<file path="src/hdl/ate_pkg.sv">
`default_nettype none
package ate_pkg;
	typedef enum logic [1:0] {
		OP_TICK    = 2'd0,
		OP_QUERY   = 2'd1,
		OP_REPLY   = 2'd2,
		OP_REQUEST = 2'd3
	} op_t;

	typedef enum logic [2:0] {
		ST_RESOLVED = 3'd0,
		ST_PENDING  = 3'd1,
		ST_UPDATED  = 3'd2,
		ST_DROPPED  = 3'd3,
		ST_FULL     = 3'd4,
		ST_TICKDONE = 3'd5
	} status_t;

	localparam logic [1:0] ENT_EMPTY   = 2'd0;
	localparam logic [1:0] ENT_PENDING = 2'd1;
	localparam logic [1:0] ENT_STABLE  = 2'd2;

	localparam logic [1:0] REG_OWN_IP      = 2'd0;
	localparam logic [1:0] REG_STABLE_LIM  = 2'd1;
	localparam logic [1:0] REG_PENDING_LIM = 2'd2;

	// entry word: {age, mac, ip, state}
	localparam int ENTRY_W = 8 + 48 + 32 + 2;

	typedef enum logic [2:0] {
		FSM_IDLE,
		FSM_CLEAR,
		FSM_SCAN,
		FSM_DECIDE,
		FSM_WRITE,
		FSM_OUT
	} fsm_t;
endpackage
`default_nettype wire

</file>
<file path="src/hdl/ate_ram.sv">
`default_nettype none
module ate_ram #(
	parameter int WIDTH = 8,
	parameter int DEPTH = 16
) (
	input  wire logic                     clk,
	input  wire logic                     we,
	input  wire logic [$clog2(DEPTH)-1:0] waddr,
	input  wire logic [WIDTH-1:0]         wdata,
	input  wire logic [$clog2(DEPTH)-1:0] raddr,
	output logic      [WIDTH-1:0]         rdata
);
	logic [WIDTH-1:0] mem [DEPTH];

	always_ff @(posedge clk) begin
		if (we)
			mem[waddr] <= wdata;
		rdata <= mem[raddr];
	end
endmodule
`default_nettype wire

</file>
<file path="src/hdl/arp_table_engine_core.sv">
`default_nettype none
// Channel   Dir  Handshake                Payload
// s_axis    in   s_axis_tvalid/tready     tdata: op, ip_addr, mac_addr, target_ip
// m_axis    out  m_axis_tvalid/tready     tdata: status, mac_out, entry_index,
//                                               send_request, send_reply
// cfg       in   cfg_valid/cfg_ready      cfg_index, cfg_data
//
// After reset a clearing pass writes every entry empty.
// Every item scans the whole table: the read of entry 0 issues at the accepting
// edge, then come the scan state (a tick writes each aged entry back in the cycle
// after its read), the decide state, the write state and the output state.
// A new item is accepted only in the idle state, which the engine enters once
// the previous result has been loaded into the output register.
// The output register parts the sides: a stalled result holds only the output
// cycle, so the next item scans while the previous result waits.
module arp_table_engine_core #(
	parameter int TABLE_ENTRIES = 16
) (
	input  wire logic         clk,
	input  wire logic         arst_n,
	input  wire logic         s_axis_tvalid,
	output logic              s_axis_tready,
	// [1:0] op, [33:2] ip_addr, [81:34] mac_addr, [113:82] target_ip, zero pad
	input  wire logic [119:0] s_axis_tdata,
	output logic              m_axis_tvalid,
	input  wire logic         m_axis_tready,
	// [2:0] status, [50:3] mac_out, [54:51] entry_index,
	// [55] send_request, [56] send_reply, zero pad
	output logic [63:0]       m_axis_tdata,
	input  wire logic         cfg_valid,
	output logic              cfg_ready,
	input  wire logic [1:0]   cfg_index,
	input  wire logic [31:0]  cfg_data
);
	localparam int AW = (TABLE_ENTRIES > 1) ? $clog2(TABLE_ENTRIES) : 1;
	localparam int CW = AW + 1;
	localparam logic [CW-1:0] LAST = CW'(TABLE_ENTRIES - 1);

	// configuration registers
	logic [31:0] own_ip_q;
	logic [7:0]  stable_lim_q, pending_lim_q;

	assign cfg_ready = 1'b1;
	always_ff @(posedge clk or negedge arst_n) begin
		if (!arst_n) begin
			own_ip_q      <= '0;
			stable_lim_q  <= 8'd120;
			pending_lim_q <= 8'd2;
		end else if (cfg_valid) begin
			case (cfg_index)
				ate_pkg::REG_OWN_IP:      own_ip_q      <= cfg_data;
				ate_pkg::REG_STABLE_LIM:  stable_lim_q  <= cfg_data[7:0];
				ate_pkg::REG_PENDING_LIM: pending_lim_q <= cfg_data[7:0];
				default: ;
			endcase
		end
	end

	// table memory
	logic                        we;
	logic [AW-1:0]               waddr, raddr;
	logic [ate_pkg::ENTRY_W-1:0] wdata, rdata;

	ate_ram #(.WIDTH(ate_pkg::ENTRY_W), .DEPTH(TABLE_ENTRIES)) u_tab (
		.clk(clk), .we(we), .waddr(waddr), .wdata(wdata), .raddr(raddr), .rdata(rdata)
	);

	logic [1:0]  r_state;
	logic [31:0] r_ip;
	logic [47:0] r_mac;
	logic [7:0]  r_age;
	assign r_state = rdata[1:0];
	assign r_ip    = rdata[33:2];
	assign r_mac   = rdata[81:34];
	assign r_age   = rdata[89:82];

	// item registers
	ate_pkg::op_t op_q;
	logic [31:0] ip_q, tgt_q;
	logic [47:0] mac_q;

	// cache
	logic        c_valid_q, c_idx_valid_q;
	logic [31:0] c_ip_q;
	logic [47:0] c_mac_q;
	logic [AW-1:0] c_idx_q;

	// scan bookkeeping
	ate_pkg::fsm_t st_q, st_d;
	logic [CW-1:0] cnt_q;     // read address counter
	logic          rv_q;      // rdata valid for entry rd_idx_q
	logic [AW-1:0] rd_idx_q;
	logic          hit_q, emp_q, stb_q, pnd_q;
	logic [AW-1:0] hit_idx_q, emp_idx_q, stb_idx_q, pnd_idx_q;
	logic [7:0]    stb_age_q, pnd_age_q;
	logic [1:0]    hit_st_q;
	logic [47:0]   hit_mac_q;
	// contents of the entry the cache points at, seen during the scan
	logic [1:0]    ce_st_q;
	logic [31:0]   ce_ip_q;
	logic [47:0]   ce_mac_q;
	// chosen entry and write word
	logic [AW-1:0] pick_q;
	logic [ate_pkg::ENTRY_W-1:0] wword_q;
	logic          wen_q;
	// result: decided word, then output register
	logic [63:0]   dec_res_q;
	logic [63:0]   res_q;
	logic          ovalid_q;
	logic          out_load;

	assign m_axis_tvalid = ovalid_q;
	assign m_axis_tdata  = res_q;
	assign s_axis_tready = (st_q == ate_pkg::FSM_IDLE);
	// output register free or emptied this cycle
	assign out_load = (st_q == ate_pkg::FSM_OUT) && (!ovalid_q || m_axis_tready);

	// tick evaluation of the entry now on rdata
	logic [7:0] t_age;
	logic       t_exp;
	always_comb begin
		t_age = (r_age == 8'hFF) ? r_age : r_age + 8'd1;
		t_exp = ((r_state == ate_pkg::ENT_STABLE) && (t_age > stable_lim_q)) ||
			((r_state == ate_pkg::ENT_PENDING) && (t_age > pending_lim_q));
	end

	logic rx_ok, c_hit_rx;
	assign rx_ok    = (own_ip_q != 32'd0) && (tgt_q == own_ip_q);
	assign c_hit_rx = c_valid_q && (ip_q == c_ip_q) && (mac_q == c_mac_q);

	always_comb begin
		st_d = st_q;
		case (st_q)
			ate_pkg::FSM_IDLE:   if (s_axis_tvalid && s_axis_tready) st_d = ate_pkg::FSM_SCAN;
			ate_pkg::FSM_CLEAR:  if (cnt_q == LAST) st_d = ate_pkg::FSM_IDLE;
			ate_pkg::FSM_SCAN:   if (rv_q && rd_idx_q == LAST[AW-1:0]) st_d = ate_pkg::FSM_DECIDE;
			ate_pkg::FSM_DECIDE: st_d = ate_pkg::FSM_WRITE;
			ate_pkg::FSM_WRITE:  st_d = ate_pkg::FSM_OUT;
			ate_pkg::FSM_OUT:    if (out_load) st_d = ate_pkg::FSM_IDLE;
			default:             st_d = ate_pkg::FSM_IDLE;
		endcase
	end

	// memory port: clear pass, tick write-back during scan, or final write
	always_comb begin
		raddr = cnt_q[AW-1:0];
		we    = 1'b0;
		waddr = rd_idx_q;
		wdata = '0;
		if (st_q == ate_pkg::FSM_CLEAR) begin
			we    = 1'b1;
			waddr = cnt_q[AW-1:0];
		end else if (st_q == ate_pkg::FSM_SCAN && op_q == ate_pkg::OP_TICK && rv_q &&
			r_state != ate_pkg::ENT_EMPTY) begin
			we = 1'b1;
			if (!t_exp)
				wdata = {t_age, r_mac, r_ip, r_state};
		end else if (st_q == ate_pkg::FSM_WRITE && wen_q) begin
			we    = 1'b1;
			waddr = pick_q;
			wdata = wword_q;
		end
	end

	always_ff @(posedge clk or negedge arst_n) begin
		if (!arst_n) begin
			st_q          <= ate_pkg::FSM_CLEAR;
			cnt_q         <= '0;
			rv_q          <= 1'b0;
			ovalid_q      <= 1'b0;
			c_valid_q     <= 1'b0;
			c_idx_valid_q <= 1'b0;
			c_ip_q        <= '0;
			c_mac_q       <= '0;
			c_idx_q       <= '0;
		end else begin
			st_q <= st_d;
			if (out_load)
				ovalid_q <= 1'b1;
			else if (ovalid_q && m_axis_tready)
				ovalid_q <= 1'b0;
			case (st_q)
				ate_pkg::FSM_CLEAR: begin
					cnt_q <= (cnt_q == LAST) ? '0 : cnt_q + CW'(1);
				end
				ate_pkg::FSM_IDLE: begin
					if (s_axis_tvalid && s_axis_tready) begin
						cnt_q <= CW'(1);
						rv_q  <= 1'b1;
					end else begin
						cnt_q <= '0;
						rv_q  <= 1'b0;
					end
				end
				ate_pkg::FSM_SCAN: begin
					if (cnt_q <= LAST)
						cnt_q <= cnt_q + CW'(1);
					rv_q <= (cnt_q <= LAST);
					if (op_q == ate_pkg::OP_TICK && rv_q && r_state != ate_pkg::ENT_EMPTY &&
						t_exp && c_valid_q && c_ip_q == r_ip) begin
						c_valid_q     <= 1'b0;
						c_idx_valid_q <= 1'b0;
						c_ip_q        <= '0;
						c_mac_q       <= '0;
						c_idx_q       <= '0;
					end
				end
				ate_pkg::FSM_OUT: begin
					if (out_load) begin
						if (op_q == ate_pkg::OP_QUERY && !(c_valid_q && ip_q == c_ip_q) &&
							hit_st_q == ate_pkg::ENT_STABLE) begin
							c_valid_q     <= 1'b1;
							c_idx_valid_q <= 1'b1;
							c_ip_q        <= ip_q;
							c_mac_q       <= hit_mac_q;
							c_idx_q       <= pick_q;
						end else if (op_q == ate_pkg::OP_REPLY && rx_ok) begin
							c_valid_q     <= 1'b1;
							c_ip_q        <= ip_q;
							c_mac_q       <= mac_q;
							if (!c_hit_rx) begin
								c_idx_valid_q <= 1'b1;
								c_idx_q       <= pick_q;
							end
						end
					end
				end
				default: ;
			endcase
		end
	end

	// item capture, scan trackers, decision (payload, no reset)
	always_ff @(posedge clk) begin
		if (st_q == ate_pkg::FSM_IDLE) begin
			op_q  <= ate_pkg::op_t'(s_axis_tdata[1:0]);
			ip_q  <= s_axis_tdata[33:2];
			mac_q <= s_axis_tdata[81:34];
			tgt_q <= s_axis_tdata[113:82];
			rd_idx_q <= '0;
			hit_q <= 1'b0; emp_q <= 1'b0; stb_q <= 1'b0; pnd_q <= 1'b0;
			stb_age_q <= '0; pnd_age_q <= '0;
		end
		if (st_q == ate_pkg::FSM_SCAN) begin
			if (rv_q) begin
				rd_idx_q <= rd_idx_q + AW'(1);
				if (rd_idx_q == c_idx_q) begin
					ce_st_q <= r_state; ce_ip_q <= r_ip; ce_mac_q <= r_mac;
				end
				if (r_state == ate_pkg::ENT_EMPTY) begin
					if (!emp_q) begin
						emp_q <= 1'b1; emp_idx_q <= rd_idx_q;
					end
				end else if (!hit_q) begin
					if (r_ip == ip_q && (r_state == ate_pkg::ENT_PENDING ||
						r_state == ate_pkg::ENT_STABLE)) begin
						hit_q <= 1'b1; hit_idx_q <= rd_idx_q;
						hit_st_q <= r_state; hit_mac_q <= r_mac;
					end else if (r_state == ate_pkg::ENT_PENDING && r_age >= pnd_age_q) begin
						pnd_q <= 1'b1; pnd_idx_q <= rd_idx_q; pnd_age_q <= r_age;
					end else if (r_state == ate_pkg::ENT_STABLE && r_age >= stb_age_q) begin
						stb_q <= 1'b1; stb_idx_q <= rd_idx_q; stb_age_q <= r_age;
					end
				end
			end
		end
		if (st_q == ate_pkg::FSM_DECIDE) begin
			logic          found;
			logic [AW-1:0] p, pk;
			logic [1:0]    pst;
			logic [47:0]   pmac;
			logic [63:0]   res;
			logic          wen;
			logic [ate_pkg::ENTRY_W-1:0] ww;
			found = 1'b1;
			p     = '0;
			pst   = ate_pkg::ENT_EMPTY;
			pmac  = '0;
			if (hit_q) begin
				p = hit_idx_q; pst = hit_st_q; pmac = hit_mac_q;
			end else if (emp_q) p = emp_idx_q;
			else if (stb_q) p = stb_idx_q;
			else if (pnd_q) p = pnd_idx_q;
			else found = 1'b0;
			pk  = p;
			wen = 1'b0;
			ww  = '0;
			res = '0;
			res[2:0] = ate_pkg::ST_TICKDONE;
			case (op_q)
				ate_pkg::OP_TICK: ;
				ate_pkg::OP_QUERY: begin
					if (c_valid_q && ip_q == c_ip_q) begin
						res[2:0]   = ate_pkg::ST_RESOLVED;
						res[50:3]  = c_mac_q;
						res[54:51] = c_idx_valid_q ? 4'(c_idx_q) : 4'd0;
					end else if (!found) begin
						res[2:0] = ate_pkg::ST_FULL;
					end else if (pst == ate_pkg::ENT_STABLE) begin
						res[2:0]   = ate_pkg::ST_RESOLVED;
						res[50:3]  = pmac;
						res[54:51] = 4'(p);
					end else begin
						res[2:0]   = ate_pkg::ST_PENDING;
						res[54:51] = 4'(p);
						res[55]    = 1'b1;
						wen = 1'b1;
						ww  = {8'd0, pmac, ip_q, ate_pkg::ENT_PENDING};
					end
				end
				default: begin
					if (!rx_ok) begin
						res[2:0] = ate_pkg::ST_DROPPED;
					end else if (c_hit_rx) begin
						// cached entry: only its age is zeroed, whatever it holds now
						res[2:0]   = ate_pkg::ST_UPDATED;
						res[54:51] = c_idx_valid_q ? 4'(c_idx_q) : 4'd0;
						res[56]    = (op_q == ate_pkg::OP_REQUEST);
						pk  = c_idx_q;
						wen = c_idx_valid_q;
						ww  = {8'd0, ce_mac_q, ce_ip_q, ce_st_q};
					end else if (!found) begin
						res[2:0] = ate_pkg::ST_FULL;
						res[56]  = (op_q == ate_pkg::OP_REQUEST);
					end else begin
						res[2:0]   = ate_pkg::ST_UPDATED;
						res[54:51] = 4'(p);
						res[56]    = (op_q == ate_pkg::OP_REQUEST);
						wen = 1'b1;
						ww  = {8'd0, mac_q, ip_q, ate_pkg::ENT_STABLE};
					end
				end
			endcase
			if (!hit_q) hit_st_q <= ate_pkg::ENT_EMPTY;
			pick_q    <= pk;
			wen_q     <= wen;
			wword_q   <= ww;
			dec_res_q <= res;
		end
		if (out_load)
			res_q <= dec_res_q;
	end
endmodule
`default_nettype wire
</file>
<file path="config.mk">
export PLATFORM = sky130hd
export DESIGN_NAME = arp_table_engine_core
export DESIGN_NICKNAME = d
export VERILOG_FILES = /design/src/hdl/ate_pkg.sv /design/src/hdl/ate_ram.sv /design/src/hdl/arp_table_engine_core.sv
export SDC_FILE = /design/constraint.sdc
export NUM_CORES = 2
export LEC_CHECK = 0
export ABC_AREA = 1
export BUFFER_PORTS_ARGS = -buffer_cell sky130_fd_sc_hd__buf_2
export CAP_MARGIN = 5
export CORE_MARGIN = 5
export CORE_UTILIZATION = 30
export DETAILED_ROUTE_END_ITERATION = 7
export SKIP_LAST_GASP = 1
export SLEW_MARGIN = 15
export SYNTH_ARGS = -nofsm -noshare
export SYNTH_HDL_FRONTEND = slang
export SYNTH_SLANG_ARGS = --single-unit
</file>
<file path="constraint.sdc">
create_clock -name clk -period 22.8 [get_ports clk]
set_input_delay 2.28 -clock clk [delete_from_list [all_inputs] [get_ports clk]]
set_output_delay 2.28 -clock clk [all_outputs]
set_load 0.005 [all_outputs]
</file>
==> impl_metrics.env <==
export IMPL_pre_cts_slack_ns=17.37
export IMPL_fin_ws_ns=17.37
export IMPL_setup_viol=0
export IMPL_finalSetupTns_ns=0
export IMPL_numCtsBuffers=207
export IMPL_async_flop_share_pct=6.664
export IMPL_cts_tree="built"
export IMPL_fillers=27980
export IMPL_yosysUniqueCellTypes=54
export IMPL_max_freq_mhz=184.1
export IMPL_fin_crit_sh_pct=23.83
export IMPL_drt_iter0_drc=6946
export IMPL_synth_fa_ha_area_share_pct=0.5757
export IMPL_ys_warn_count=0
export IMPL_place_area_um2=92600
export IMPL_drt_pass1_iterations=6
export IMPL_r2r_start="st_q[2]$_DFFE_PN0P_"
export IMPL_drt_wl_total_um=261400
export IMPL_endpoint_kind="flip-flop"
export IMPL_rr_endpoint="u_tab.mem[12][42]$_DFFE_PP_"
export IMPL_viasPerCell=5.254
export IMPL_finalNonFillerCells=11290
export IMPL_fin_util_pct=34.50
export IMPL_fin_nets=7536
export IMPL_r2r_slack_ns=17.37
export IMPL_post_route_drc_count=0
export IMPL_postCtsSetupBuffers=0
export IMPL_rr_worst_depth=11
export IMPL_root_buffer="clkbuf_16"
export IMPL_clk_path_buf_depth=4
export IMPL_core_um2=288400
export IMPL_worstHoldEndpoint="m_axis_tdata[56]$_DFFE_PP_"
export IMPL_grt_pass1_wl_um=381300
export IMPL_synth_xor_area_share_pct=0.6750
export IMPL_wire_per_inst_um=23.15
export IMPL_grt_max_degree=202
export IMPL_clkSinkCount=2161
export IMPL_finalPower_mw=12.39
export IMPL_hold_path_class="reg -> reg"
export IMPL_crit_chain="nor2_1 > inv_2 > nor2_8 > inv_2 > nor3_1 > nor3_1 > inv_1 > nand3_1 > nor2_4 > buf_4 > buf_4"
export IMPL_clk_latency_ns=0.87
export IMPL_crit_arrival_ns=5.87
export IMPL_finalMaxSlewViolations=0
export IMPL_antenna_left=0
export IMPL_ys_seq_area_share_pct=72.49
export IMPL_cp_required_ns=23.24
export IMPL_die_h_um=548.3
export IMPL_initial_utilization_pct=30.14
export IMPL_dpl_hpwl_um=145000
export IMPL_power_density_nw_per_um2=124.5
export IMPL_rsz0062_at_grt="no"
export IMPL_path_class="reg -> reg"
export IMPL_synth_top_family_by_area="compound AO/OA/AOI/OAI gates"
export IMPL_synthFlopType="edfxtp_1"
export IMPL_synth_mux_area_share_pct=0.07772
export IMPL_holdPathStages=0
export IMPL_die_w_um=548.3
export IMPL_syn_area_per_cell_um2=12.13
export IMPL_finalHoldViolCount=0
export IMPL_area_delta_synth_final_pct=14.46
export IMPL_worst_slew_pin_slew_ns=1.169
export IMPL_outcome="finished clean"
export IMPL_ios=226
export IMPL_dp_cells=10910
export IMPL_path_delay_family="simple AND/OR/NAND/NOR gates"
export IMPL_min_period_ns=5.433
export IMPL_peakVddDrop_mv=0.1665
export IMPL_portBuffers=211
export IMPL_yosys_area_top_type_share_pct=65.66
export IMPL_worstSetupStartpoint="st_q[2]$_DFFE_PN0P_"
export IMPL_grt_overflow_total=0
export IMPL_skew_ns=0.05819
export IMPL_synth_cell_area_um2=86930
export IMPL_synth_seq_cells=2161
export IMPL_htree_levels=4
export IMPL_antenna_found_initial=7
export IMPL_path_clk_slew_ns=0.06
export IMPL_synth_edf_count=1901
export IMPL_num_rows=197
export IMPL_synth_compound_area_share_pct=11.41
export IMPL_start_kind="flip-flop"
export IMPL_hold_slack_ns=0.4132
export IMPL_place_gp_congestion=0.9330
export IMPL_hold_start="dec_res_q[56]$_SDFFCE_PP0P_"
export IMPL_crit_buf_inv=5
export IMPL_final_area_um2=99500
export IMPL_postCtsHoldBufs=0
export IMPL_grt_pass1_vias=57160
export IMPL_leakagePower_nw=34.84
export IMPL_cts_resized=0
export IMPL_crit_path_max_fanout=42
export IMPL_layout_drive_gt1_share_pct=10.66
export IMPL_track_usage_pct=16.58
export IMPL_cpMaxStageDelayCell="nor2_4"
export IMPL_routed_via_count=59320
export IMPL_synthSimpleGateAreaFrac_pct=10.96
export IMPL_netlist_top_cells_area="edfxtp_1, nand2_1, o21ai_0"
export IMPL_cpPeakStageDelay_ns=0.87
export IMPL_maxCapViolCount=0
export IMPL_synth_cells=7168
export IMPL_relSlewSlack_pct=22.08
export IMPL_synth_top_cell_by_area="edfxtp_1"
export IMPL_die_area_um2=300600
## area by class of cell
class / instances / area (µm²) / share of cell area (%)
antenna: 5 / 12.51 / 0.01257
clock buffer: 278 / 5723 / 5.752
clock inverter: 99 / 1162 / 1.168
inverter: 382 / 1460 / 1.467
multi-input combinational: 4192 / 20880 / 20.98
sequential: 2161 / 63030 / 63.35
tap: 3781 / 4731 / 4.754
timing repair buffer: 393 / 2504 / 2.516
## cells in the final DEF, fill, tap and decap left out, types with 6 or more instances in the layout
cell type	Yosys	final
edfxtp_1	1901	1901
nand2_1	1162	1160
o21ai_0	807	803
nor2_1	668	645
a21oi_1	471	470
inv_1	345	340
nand3_1	258	255
clkbuf_16	0	212
buf_2	48	210
o22ai_1	190	190
o221ai_1	180	180
buf_4	19	176
nand4_1	153	153
dfrtp_1	138	134
dfxtp_1	116	115
o21ai_1	72	76
xnor2_1	49	49
clkbuf_1	331	49
ha_1	40	40
clkinv_2	0	35
clkinv_1	9	34
inv_2	28	28
nor3_1	28	27
nor2_4	1	25
o31ai_1	25	25
bufinv_16	0	23
xor2_1	18	18
clkbuf_8	0	17
o211ai_1	9	9
conb_1	2	8
nand3_2	5	7
mux2_2	6	6
dfstp_2	6	6
buf_12	0	6
## power by group
part / internal [mW] / leakage, nW / switching, mW / total, mW
Combinational: 0.895 / 10.6 / 2.54 / 3.44
Clock: 2.02 / 3.37 / 1.49 / 3.51
Sequential: 5.03 / 20.9 / 0.411 / 5.44
## flip-flops by register name, summed over array words and instances (netlist names), 32 cells and up
| register | cells |
|---|---|
| u_tab.rdata | 90 |
| c_ip_q | 32 |
| own_ip_q | 32 |
| wword_q | 82 |
| hit_mac_q | 48 |
| dec_res_q | 57 |
| u_tab.mem | 1440 |
| mac_q | 48 |
| tgt_q | 32 |
| ce_mac_q | 48 |
| ip_q | 32 |
| m_axis_tdata | 57 |
| c_mac_q | 48 |
| ce_ip_q | 32 |
## cell usage after synthesis, drive strengths merged (116+ instances only)
master and instances:
nand4 154, edfxtp 1901, dfxtp 116, nor2 675
o21ai 879, nand2 1164, o221ai 180, a21oi 472
o22ai 190, dfrtp 138, nand3 264, inv 373
clkbuf 336
## worst max path at each step
| stage | endpoint | cells after the start | slack [ns] |
|---|---|---|---|
| after global placement | u_tab.mem[7][71]$_DFFE_PP_ | 19 | 17.34 |
| final | u_tab.mem[12][42]$_DFFE_PP_ | 11 | 17.37 |
| after detailed placement | u_tab.mem[0][16]$_DFFE_PP_ | 11 | 17.37 |
| after floorplan | dec_res_q[0]$_DFFE_PP_ | 2 | 11.59 |
| after global routing | c_mac_q[1]$_DFFE_PN0P_ | 19 | 17.00 |
| after CTS | u_tab.mem[0][12]$_DFFE_PP_ | 11 | 17.40 |
## routing by layer
layer | GRT usage [%] | share of wire, % | up-vias
met3 | 2.627 | 8.8 | 462
met4 | 4.996 | 2.9 | 0
met1 | 22.44 | 41 | 29690
li1 | - | - | 26260
met5 | 0 | 0 | -
met2 | 27.47 | 47 | 2915
## cell families (layout without fill, tap and decap cells)
logic type / Yosys count / count (layout)
simple gates: 2300 / 2300
compound gates: 1771 / 1771
other cells: 2 / 13
fa+ha+maj: 40 / 40
mux: 6 / 6
flops: 2161 / 2161
buf+inv: 821 / 1152
xor+xnor: 67 / 67
(Power assumes the default switching activity.)
